--- src/shl1acc_pkg.sv ---
`timescale 1ns / 1ps
package shl1acc_pkg;

  localparam int unsigned NCH = 3;
  localparam int unsigned NSUM = 12;
  localparam logic [16:0] Q16_ONE = 17'd65536;
  localparam logic [15:0] HALF_MAX = 16'h7bff;
  localparam logic [15:0] HALF_SIGN = 16'h8000;
  localparam logic [63:0] LIM_POS = 64'h0000_0000_7fff_ffff;
  localparam logic [63:0] LIM_NEG = 64'h0000_0000_8000_0000;

  typedef enum logic [2:0] {
    ERR_NONE    = 3'd0,
    ERR_ORDER   = 3'd1,
    ERR_PATCH   = 3'd2,
    ERR_WEIGHT  = 3'd3,
    ERR_PORDER  = 3'd4,
    ERR_NEG     = 3'd5,
    ERR_RANGE   = 3'd6,
    ERR_OVERRUN = 3'd7
  } err_e;

  typedef enum logic [0:0] {
    REQ_SAMPLE = 1'b0,
    REQ_CLOSE  = 1'b1
  } req_e;

  typedef enum logic [1:0] {
    CFG_PROBE_COUNT = 2'd0,
    CFG_PATCH_COUNT = 2'd1
  } cfg_idx_e;

  typedef enum logic [2:0] {
    ST_IDLE,
    ST_MUL,
    ST_DIR,
    ST_ACC,
    ST_DIV_START,
    ST_DIV_WAIT,
    ST_NORM,
    ST_EMIT
  } core_state_e;

  typedef struct packed {
    logic              is_close;
    logic [19:0]       probe;
    logic [19:0]       patch;
    logic [16:0]       weight;
    logic              w_over;
    logic              skip;
    logic              rad_neg;
    logic [2:0][30:0]  rad;
    logic [2:0][17:0]  dir;
  } item_t;

endpackage

--- src/shl1acc_front.sv ---
`timescale 1ns / 1ps
module shl1acc_front
  import shl1acc_pkg::*;
(
  input  logic        clk_i,
  input  logic        rst_ni,
  input  logic        in_valid_i,
  output logic        in_ready_o,
  input  logic        req_type_i,
  input  logic [19:0] probe_index_i,
  input  logic [19:0] patch_index_i,
  input  logic [16:0] weight_i,
  input  logic        occluded_i,
  input  logic [31:0] radiance_r_i,
  input  logic [31:0] radiance_g_i,
  input  logic [31:0] radiance_b_i,
  input  logic [17:0] dir_x_i,
  input  logic [17:0] dir_y_i,
  input  logic [17:0] dir_z_i,
  output logic        q_valid_o,
  input  logic        q_ready_i,
  output item_t       q_item_o
);

  item_t       mem_q [2];
  item_t       cls;
  logic        wr_ptr_q, rd_ptr_q;
  logic [1:0]  cnt_q;
  logic        push, pop;

  always_comb begin
    cls.is_close = (req_type_i == REQ_CLOSE);
    cls.probe    = probe_index_i;
    cls.patch    = patch_index_i;
    cls.weight   = weight_i;
    cls.w_over   = weight_i > Q16_ONE;
    cls.skip     = occluded_i | (weight_i == 17'd0);
    cls.rad_neg  = radiance_r_i[31] | radiance_g_i[31] | radiance_b_i[31];
    cls.rad[0]   = radiance_r_i[30:0];
    cls.rad[1]   = radiance_g_i[30:0];
    cls.rad[2]   = radiance_b_i[30:0];
    cls.dir[0]   = dir_x_i;
    cls.dir[1]   = dir_y_i;
    cls.dir[2]   = dir_z_i;
  end

  assign in_ready_o = (cnt_q != 2'd2);
  assign push       = in_valid_i & in_ready_o;
  assign q_valid_o  = (cnt_q != 2'd0);
  assign pop        = q_valid_o & q_ready_i;
  assign q_item_o   = mem_q[rd_ptr_q];

  always_ff @(posedge clk_i) begin
    if (push) begin
      mem_q[wr_ptr_q] <= cls;
    end
  end

  always_ff @(posedge clk_i or negedge rst_ni) begin
    if (!rst_ni) begin
      wr_ptr_q <= 1'b0;
      rd_ptr_q <= 1'b0;
      cnt_q    <= 2'd0;
    end else begin
      if (push) wr_ptr_q <= ~wr_ptr_q;
      if (pop)  rd_ptr_q <= ~rd_ptr_q;
      cnt_q <= cnt_q + {1'b0, push} - {1'b0, pop};
    end
  end

endmodule

--- config.mk ---
export PLATFORM = sky130hd
export DESIGN_NAME = shl1acc_front
export DESIGN_NICKNAME = d
export VERILOG_FILES = /design/src/shl1acc_pkg.sv /design/src/shl1acc_front.sv
export SDC_FILE = /design/constraint.sdc
export NUM_CORES = 1
export LEC_CHECK = 0
export BUFFER_PORTS_ARGS = -buffer_cell sky130_fd_sc_hd__buf_4
export CAP_MARGIN = 20
export CORE_ASPECT_RATIO = 0.6
export CORE_MARGIN = 8
export CORE_UTILIZATION = 44
export DETAILED_ROUTE_END_ITERATION = 8
export GPL_TIMING_DRIVEN = 0
export PLACE_DENSITY = 0.76
export SYNTH_ARGS = -nofsm -noshare
export SYNTH_HDL_FRONTEND = slang
export SYNTH_SLANG_ARGS = --single-unit
export TNS_END_PERCENT = 100
--- constraint.sdc ---
create_clock -name clk_i -period 16.7 [get_ports clk_i]
set_input_delay 2.505 -clock clk_i [delete_from_list [all_inputs] [get_ports clk_i]]
set_output_delay 2.505 -clock clk_i [all_outputs]
set_load 0.01 [all_outputs]
==> results.json, run 1 <==
{
  "die_w_um": 259.9,
  "cts_hold_buf": 0,
  "r2r_slack_ns": 13.98,
  "tns_ns": 0,
  "stdcell_area_mm2": 0.02095,
  "grt_pass1_wl_mm": 53.12,
  "wl_mm": 36.49,
  "cts_made_buffers": 39,
  "area_growth_pct": 33.32,
  "crit_required_ns": 14.20,
  "dpl-instance-area_mm2": 0.01971,
  "avgSynthCellArea_um2": 23.21,
  "cp-end-kind": "output pin",
  "cts_tree": "built",
  "grt-ovfl-total": 0,
  "num_vias": 8011,
  "ir_drop_v": 0.0001027,
  "synth_most_common_cell": "edfxtp_1",
  "final_max_slew_viol_count": 0,
  "post-dp-hpwl_mm": 26.73,
  "rsz0062_at_grt": "no",
  "whs_ns": 0.5620,
  "gp_congestion": 0.7441,
  "skew_ns": 0.01681,
  "post-route-period-util_pct": 26.96,
  "root_buffer": "clkbuf_16",
  "synthTopCellsByCount": "416 x edfxtp_1, 108 x mux2_2, 100 x mux2_4",
  "yosysTopAreaCell": "edfxtp_1",
  "r2r-end": "mem_q[0][95]",
  "avgViaCountPerCell": 4.858,
  "crit_path_start_kind": "flop",
  "p_leak_nw": 8.081,
  "drtAntennaViolNets": 0,
  "reg2reg_from": "cnt_q[0]",
  "antenna_found_initial": 2,
  "tightest_slew_ns": 0.8877,
  "grt.total_usage_pct": 16.47,
  "clock_latency_ns": 0.53,
  "coreArea_mm2": 0.03508,
  "htreeDepth": 2,
  "hp-class": "reg2reg",
  "holdPathEnd": "wr_ptr_q",
  "min_path_cells": 1,
  "drc": 0,
  "synth-edff-count": 416,
  "ys_seq_elements": 420,
  "die_y_um": 162.4,
  "min_from": "wr_ptr_q",
  "rr_worst_depth": 7,
  "netlist_area_mm2": 0.01571,
  "crit_path_max_fanout": 10,
  "cts_sinks": 420,
  "maxCapViolations": 0,
  "clockBufferDepth": 3,
  "seq_area_frac_synth_pct": 80.15,
  "async_flop_share_pct": 0.9524,
  "drive_gt1_share_pct": 61.19,
  "grt_pass1_vias": 8606,
  "syn_nets": 891,
  "row_count": 53,
  "boundaryPins": 423,
  "ys_types": 26,
  "cts_resized": 0,
  "cts_post_setup_buffers_inserted": 0,
  "crit_type": "reg2out",
  "cts.clk_slew.worst_paths_ns": 0.06,
  "yosysWarnings": 0,
  "dieArea_mm2": 0.04221,
  "grt_max_degree": 63,
  "status": "finished clean",
  "setup_viol": 0,
  "start_util_pct": 44.78,
  "finalHoldViolCount": 0,
  "arrival_ns": 2.00,
  "synth_top_area_share_pct": 79.52,
  "fmaxAchievable_mhz": 222.1,
  "yosys-top-cells-area": "edfxtp_1 80%, mux2_4 9.6%, mux2_2 7.7%, buf_8 0.96%, dfrtp_1 0.64%",
  "pwr_density_cell_mw_per_mm2": 176.1,
  "final_nets": 1364,
  "fin_util_pct": 59.71,
  "firstDrtPassIters": 4,
  "finalCriticalPeriod_ns": 4.502,
  "first_iter_violations": 491,
  "synthCells": 677,
  "io_buffer_count": 422,
  "max_slew_margin_pct": 40.68,
  "wl_per_cell_um": 22.13,
  "synth_top_flop_cell": "edfxtp_1"
}
-- cells by family (layout without fill, tap and decap cells) --
group	after synthesis	after routing	share of synthesized area (%)
AO/OA/AOI/OAI	5	5	0.2469
XOR/XNOR	3	3	0.1673
adder cells (fa/ha/maj)	1	1	0.07963
buffers and inverters	23	526	1.465
flip-flops	420	420	80.15
multiplexers	208	208	17.30
other	0	2	0
AND/OR/NAND/NOR	17	17	0.5895
-- placed cells by master, fill, tap and decap left out, drive strengths merged, types with 2 or more instances in the layout --
master	instances
buf	455
bufinv	4
clkbuf	47
clkinv	16
dfrtp	4
diode	2
edfxtp	416
inv	4
mux2	208
nand2	2
nor2	3
nor4	4
xnor2	3
-- report_power, final --
group / switching (mW) / internal (mW)
sequential: 0.0527 / 1.44
combinational: 0.638 / 0.692
clock: 0.374 / 0.495
-- layout make-up --
class | count | area (µm²)
Antenna cell | 2 | 5.005
Buffer | 23 | 230.2
Clock buffer | 47 | 1006
Clock inverter | 24 | 229.0
Fill cell | 2549 | 14130
Multi-Input combinational cell | 234 | 2900
Sequential cell | 420 | 12590
Tap cell | 467 | 584.3
Timing Repair Buffer | 432 | 3398
-- state kept, by name (all words and copies together), names as in the netlist --
| register | flops |
|---|---|
| rd_ptr_q | 1 |
| mem_q | 416 |
| cnt_q | 2 |
| wr_ptr_q | 1 |
-- metrics by stage --
stage,setup WS (ns),std cells,total power [mW]
5_1_grt,12.10,1649,3.852
3_3_place_gp,-0.6704,1566,2.926
2_1_floorplan,4.718,677,2.301
4_1_cts,12.12,1647,3.748
6_report,12.20,1649,3.689
3_5_place_dp,11.93,1576,2.869
-- worst max path at each step --
stage / end / start / cells after the start
2_1_floorplan: mem_q[0][0] / in_valid_i / 2
3_3_place_gp: mem_q[0][97] / in_valid_i / 3
3_5_place_dp: mem_q[0][52] / in_valid_i / 7
4_1_cts: q_item_o[185] / rd_ptr_q / 4
5_1_grt: q_item_o[120] / rd_ptr_q / 5
6_report: q_item_o[121] / rd_ptr_q / 5
-- routing by layer --
| layer | vias up | share of wire, % | global-route usage (%) |
|---|---|---|---|
| li1 | 3660 | - | - |
| met1 | 4088 | 40 | 20.32 |
| met2 | 228 | 52 | 28.57 |
| met3 | 35 | 7.2 | 4.890 |
| met4 | 0 | 1.1 | 3.473 |
| met5 | - | 0 | 0.3468 |
-- worst max-delay path: stages (launching register included) --
cell and delay (ns):
dfrtp_1 0.36, buf_6 0.16, buf_6 0.24, buf_8 0.22, mux2_4 0.32, buf_4 0.16
No activity file was read; power rests on OpenSTA's default activity.
==> run 2, diff against run 1 <==
ABC_AREA = 1   (was default)
clock period = 4.5 ns   (was 16.7 ns; I/O delays follow)
==> run 2 against run 1 <==
Via count is 25% higher. First-iteration DRC count up 31%. Global-route usage increased by 2.0 points. Non-clock buffer count is 29 higher. Combinational power grew to 3.9 times the previous value. Sequential power rose to 3.7 times the previous value. Core utilization up 0.087 points. Critical endpoint is now q_item_o[181].
==> results.json, run 2 <==
{
  "setup_slack_ns": 1.824,
  "nFillCells": 2672,
  "die_y_um": 160.9,
  "path_buf_inv": 5,
  "synthCells": 1131,
  "setup_viol": 0,
  "synthXorXnorAreaFrac_pct": 0.1138,
  "critical-path-top-delay-family": "buffers and inverters",
  "largest_register_ffs": 416,
  "root_buffer": "clkbuf_16",
  "syn_nets": 1345,
  "htreeDepth": 2,
  "crit_path_start_kind": "flop",
  "reg.largest.list": "mem_q x416, cnt_q x2",
  "arrival_ns": 2.00,
  "netlist_area_mm2": 0.01540,
  "tns_ns": 0,
  "synthMuxAreaShare_pct": 0,
  "first_iter_violations": 641,
  "dp_slack_ns": 2.064,
  "post-route-period-util_pct": 59.47,
  "max_slew_margin_pct": 49.36,
  "num_vias": 10040,
  "skew_ns": 0.009929,
  "row_count": 53,
  "synth_top_family_by_area": "simple AND/OR/NAND/NOR gates",
  "drc": 0,
  "die_w_um": 257.5,
  "async_flop_share_pct": 0.9524,
  "status": "finished clean",
  "synth_top_flop_cell": "edfxtp_1",
  "crit_chain": "inv_2 > buf_4 > buf_6 > buf_2 > nand2_1 > nand2_1 > buf_4",
  "area_growth_pct": 34.95,
  "drive_gt1_share_pct": 32.91,
  "seq_area_mm2": 0.01259,
  "boundaryPins": 423,
  "firstDrtPassIters": 4,
  "finalCriticalPeriod_ns": 2.676,
  "clockBufferDepth": 3,
  "synth_fa_ha_area_share_pct": 0.08127,
  "yosysTopAreaCell": "edfxtp_1",
  "io_buffer_count": 422,
  "dieArea_mm2": 0.04143,
  "maxUsedRoutingLayer": "met4",
  "cts_sinks": 420,
  "yosysWarnings": 0,
  "drtAntennaViolNets": 0,
  "multiInputGateArea_mm2": 0.002521,
  "maxCapViolations": 0,
  "antenna_found_initial": 4,
  "pwr_density_cell_mw_per_mm2": 676.4,
  "cts_tree": "built",
  "yosys.area_share.simple_pct": 16.02,
  "final_max_slew_viol_count": 0,
  "final_common_cell": "nand2_1",
  "cts_resized": 0,
  "crit_path_max_fanout": 10,
  "cts_post_setup_buffers_inserted": 0,
  "top_register": "mem_q",
  "tightest_slew_ns": 0.7578,
  "hp-class": "in2reg",
  "gp_congestion": 0.7646,
  "synth-edff-count": 416,
  "rsz0062_at_grt": "no",
  "avgViaCountPerCell": 4.760,
  "dp.cells": 2035,
  "finalHoldViolCount": 0,
  "final_cells": 2109,
  "crit_type": "reg2out",
  "cts_made_buffers": 39,
  "crit_required_ns": 3.83,
  "grt-ovfl-total": 0,
  "fmaxAchievable_mhz": 373.7,
  "dr_wl_met2_mm": 19.98,
  "p_leak_nw": 8.858,
  "yosys-top-cells-area": "edfxtp_1 81%, nand2_1 15%, buf_2 0.91%, buf_4 0.78%, dfrtp_1 0.65%",
  "clock_latency_ns": 0.52,
  "grt_pass1_wl_mm": 59.87,
  "cts_hold_buf": 1,
  "synth-compound-area-share_pct": 0.06501,
  "seq_area_frac_synth_pct": 81.79,
  "synth_top_area_share_pct": 81.14,
  "start_util_pct": 44.31,
  "grt_pass1_vias": 10370,
  "grt.total_usage_pct": 18.50,
  "avgSynthCellArea_um2": 13.61,
  "ir_drop_v": 0.0004909,
  "synthTopCellsByCount": "635 x nand2_1, 416 x edfxtp_1, 28 x buf_2",
  "final_nets": 1824,
  "cts.clk_slew.worst_paths_ns": 0.07,
  "cpMaxStageDelayCell": "dfrtp_1",
  "wl_per_cell_um": 19.06,
  "drt-met1-wl_mm": 15.80,
  "grt_max_degree": 34,
  "wl_mm": 40.21,
  "ys_seq_elements": 420,
  "wl_met3_mm": 3.128,
  "cp-end-kind": "output pin",
  "synth_most_common_cell": "nand2_1",
  "ys_types": 18,
  "post-dp-hpwl_mm": 29.24,
  "coreArea_mm2": 0.03475,
  "final_cell_mix": "635 x nand2_1, 438 x buf_4, 416 x edfxtp_1, 41 x clkbuf_16, 28 x buf_2",
  "slowest_delay_ns": 0.38
}
-- run 2: cell types whose count changed after synthesis, moves of 5 or more --
cell and change:
buf_4 +15, mux2_4 -100, inv_1 +5, mux2_2 -108, buf_8 -10, nand2_1 +633
buf_2 +18, nor2_1 +10
-- run 2: final cells by class --
class | count | area share (%)
Clock inverter | 20 | 1.036
Clock buffer | 49 | 5.082
Buffer | 46 | 1.325
Timing Repair Buffer | 438 | 16.85
Tap cell | 467 | 2.812
Sequential cell | 420 | 60.60
Antenna cell | 4 | 0.04818
Inverter | 6 | 0.1084
Multi-Input combinational cell | 659 | 12.13
-- run 2: power breakdown --
| part | switching, mW | internal (mW) | total, mW |
|---|---|---|---|
| Clock | 1.36 | 1.95 | 3.31 |
| Sequential | 0.194 | 5.32 | 5.51 |
| Combinational | 3.12 | 2.12 | 5.23 |
| Total | 4.67 | 9.38 | 14.1 |
-- run 2: worst paths after layout --
kind	cells after the start	slack (ns)	startpoint	end
max reg2reg	5	2.28	cnt_q[1]	mem_q[0][59]
max in group asynchronous	2	3.89	rst_ni	cnt_q[1]
min	1	0.33	dir_z_i[7]	mem_q[0][43]
min reg2reg	1	0.52	cnt_q[0]	cnt_q[0]
min in group asynchronous	2	0.50	rst_ni	wr_ptr_q
max	7	1.82	rd_ptr_q	q_item_o[181]
-- run 2: logic make-up (layout without fill, tap and decap cells) --
group                    Yosys count  count (layout)
AO/OA/AOI/OAI                      2               2
XOR/XNOR                           2               2
adder cells (fa/ha/maj)            1               1
buffers and inverters             52             559
flip-flops                       420             420
other                              0               4
AND/OR/NAND/NOR                  654             654
-- run 2: through the flow --
stage	utilization, %	instance area, µm²	hold WS [ns]	power, mW
final	59.79	20780	0.3345	14.05
after global routing	59.79	20780	0.2972	14.81
after floorplan	-	15400	0.3794	8.149
after CTS	59.77	20770	0.3004	14.23
after detailed placement	56.08	19490	0.4754	10.90
after global placement	55.12	19150	0.4748	10.83
-- run 2: worst reg2reg max path, stage by stage (launching register included) --
cell	delay, ns
dfrtp_1	0.41
nand2_1	0.15
nand2_1	0.18
nor2_4	0.62
buf_12	0.29
buf_12	0.25
-- run 2: layer usage --
| layer | up-vias | GRT usage [%] |
|---|---|---|
| li1 | 4790 | - |
| met1 | 4811 | 22.43 |
| met2 | 369 | 31.10 |
| met3 | 69 | 5.735 |
| met4 | 0 | 6.628 |
| met5 | - | 0 |
==> run 3, diff against run 2 <==
ABC_AREA = 0   (was 1)
PLACE_DENSITY = 0.78   (was 0.76)
clock period = 2.32 ns   (was 4.5 ns; I/O delays follow)
==> run 3 against run 2 <==
Wire length up 5.3%. Final area rose by 12%. Setup slack got worse by 1.8 ns. First-iteration DRC count down 17%. Clock-buffer cell count stayed put. Flip-flop and latch count did not move. Die area is 1.9% higher. Clock power increased by 92%. Critical path depth fell by 2. Sequential share of layout area down 6.4 points. Critical path type unchanged. Largest cell class unchanged. Highest routed layer unchanged.
==> results.json, run 3 (synthesized netlist as in run 1, its figures left out) <==
{
  "holdPathEnd": "mem_q[0][155]",
  "reg.largest.list": "mem_q x416, cnt_q x2",
  "max_slew_margin_pct": 68.08,
  "top_register": "mem_q",
  "total_power_mw": 27.67,
  "maxCapViolations": 0,
  "rr_worst_depth": 6,
  "clockBufferDepth": 3,
  "firstDrtPassIters": 4,
  "setup_viol": 0,
  "gp_congestion": 0.7459,
  "crit_required_ns": 1.97,
  "io_buffer_count": 422,
  "cts_sinks": 420,
  "die_y_um": 162.4,
  "wl_per_cell_um": 22.82,
  "grt_pass1_wl_mm": 61.69,
  "wl_mm": 42.35,
  "die_w_um": 259.9,
  "drc": 0,
  "hp-class": "in2reg",
  "status": "finished clean",
  "final_max_slew_viol_count": 0,
  "final_common_cell": "edfxtp_1",
  "grt.total_usage_pct": 19.05,
  "rsz0062_at_grt": "yes",
  "r2r_slack_ns": 0.16,
  "finalCriticalPeriod_ns": 2.251,
  "start_util_pct": 44.78,
  "clock_latency_ns": 0.52,
  "min_path_cells": 1,
  "fin_util_pct": 66.25,
  "r2r-end": "mem_q[0][146]",
  "htreeDepth": 2,
  "area_growth_pct": 47.93,
  "antenna_found_initial": 4,
  "final_nets": 1569,
  "post-dp-hpwl_mm": 27.14,
  "root_buffer": "clkbuf_16",
  "cts_tree": "built",
  "p_leak_nw": 9.022,
  "cts_post_setup_buffers_inserted": 0,
  "crit_path_start_kind": "flop",
  "grt_pass1_vias": 10170,
  "skew_ns": 0.01058,
  "cp-end-kind": "output pin",
  "crit_path_max_fanout": 11,
  "grt-ovfl-total": 0,
  "final_cell_mix": "416 x edfxtp_1, 401 x buf_4, 201 x dlygate4sd3_1, 108 x mux2_2, 100 x mux2_4",
  "tightest_slew_ns": 0.4777,
  "post-route-period-util_pct": 97.04,
  "largest_register_ffs": 416,
  "avgViaCountPerCell": 4.866,
  "drtAntennaViolNets": 0,
  "reg2reg_from": "cnt_q[0]",
  "coreArea_mm2": 0.03508,
  "arrival_ns": 1.90,
  "cts_made_buffers": 40,
  "grt_max_degree": 66,
  "row_count": 53,
  "crit_type": "reg2out",
  "cts.clk_slew.worst_paths_ns": 0.06,
  "first_iter_violations": 533,
  "finalHoldViolCount": 0,
  "boundaryPins": 423,
  "dieArea_mm2": 0.04221,
  "pwr_density_cell_mw_per_mm2": 1191,
  "min_from": "weight_i[5]",
  "ir_drop_v": 0.0007845,
  "drive_gt1_share_pct": 52.27,
  "fmaxAchievable_mhz": 444.2,
  "num_vias": 9031,
  "tns_ns": 0
}
==> run 3: cell types whose count changed in the layout (fill, tap and decap cells not counted), moves of 5 or more <==
| cell | delta |
|---|---|
| mux2_2 | +108 |
| clkbuf_4 | +6 |
| buf_12 | +8 |
| mux2_4 | +100 |
| nor2_1 | -9 |
| inv_1 | -5 |
| dlygate4sd3_1 | +200 |
| nand2_1 | -634 |
| buf_4 | -37 |
| buf_6 | +22 |
| buf_2 | -26 |
==> run 3: final cells by class <==
type / count / area (µm²)
tap: 467 / 584.3
clock inverter: 23 / 185.2
timing repair buffer: 637 / 5587
clock buffer: 49 / 1056
antenna: 4 / 10.01
multi-input combinational: 234 / 2915
fill: 2217 / 11840
buffer: 22 / 310.3
sequential: 420 / 12590
==> run 3: worst max-delay path by stage <==
stage / endpoint / depth (start not counted) / start
floorplan: mem_q[0][0] / 3 / cnt_q[0]
global placement: mem_q[0][120] / 3 / cnt_q[0]
detailed placement: mem_q[0][126] / 6 / cnt_q[0]
CTS: q_item_o[182] / 5 / rd_ptr_q
global route: q_item_o[30] / 4 / rd_ptr_q
finish: q_item_o[155] / 5 / rd_ptr_q
==> run 3: layer usage <==
| metal | part of all wire (%) | global-route usage (%) | wire length (µm) |
|---|---|---|---|
| met1 | 38 | 21.72 | 15910 |
| met2 | 53 | 34.64 | 22630 |
| met3 | 6.2 | 5.029 | 2623 |
| met4 | 2.8 | 6.185 | 1176 |
| met5 | 0 | 0 | 0 |
==> run 3: power by group <==
part | internal, mW | total [mW] | leakage, nW | switching, mW
Combinational | 5.62 | 10.5 | 4.50 | 4.93
Sequential | 10.3 | 10.8 | 3.92 | 0.440
Clock | 3.58 | 6.35 | 0.605 | 2.77
Total | 19.5 | 27.7 | 9.02 | 8.13
==> run 3: what timing repair did <==
item	in CTS	in global routing
setup endpoints to repair	121	145
gates cloned	0	2
hold buffers	201	0
resized for setup	15	30
hold endpoints to repair	403	0
==> run 3: critical path, cell delays in order, from the launching register on <==
cell,delay [ns]
dfrtp_1,0.39
buf_12,0.17
clkbuf_16,0.19
buf_12,0.16
mux2_4,0.31
buf_4,0.15
==> run 3: metrics by stage <==
stage,hold slack (ns),instances,worst slack [ns],cell area [µm²]
global placement,0.1495,1566,-3.600,19490
detailed placement,0.1498,1578,0.2037,19760
finish,0.02993,1856,0.06867,23240
CTS,0.0007054,1850,-0.02194,23060
floorplan,0.05241,677,-1.818,15730
global route,0.003347,1856,-0.007641,23240
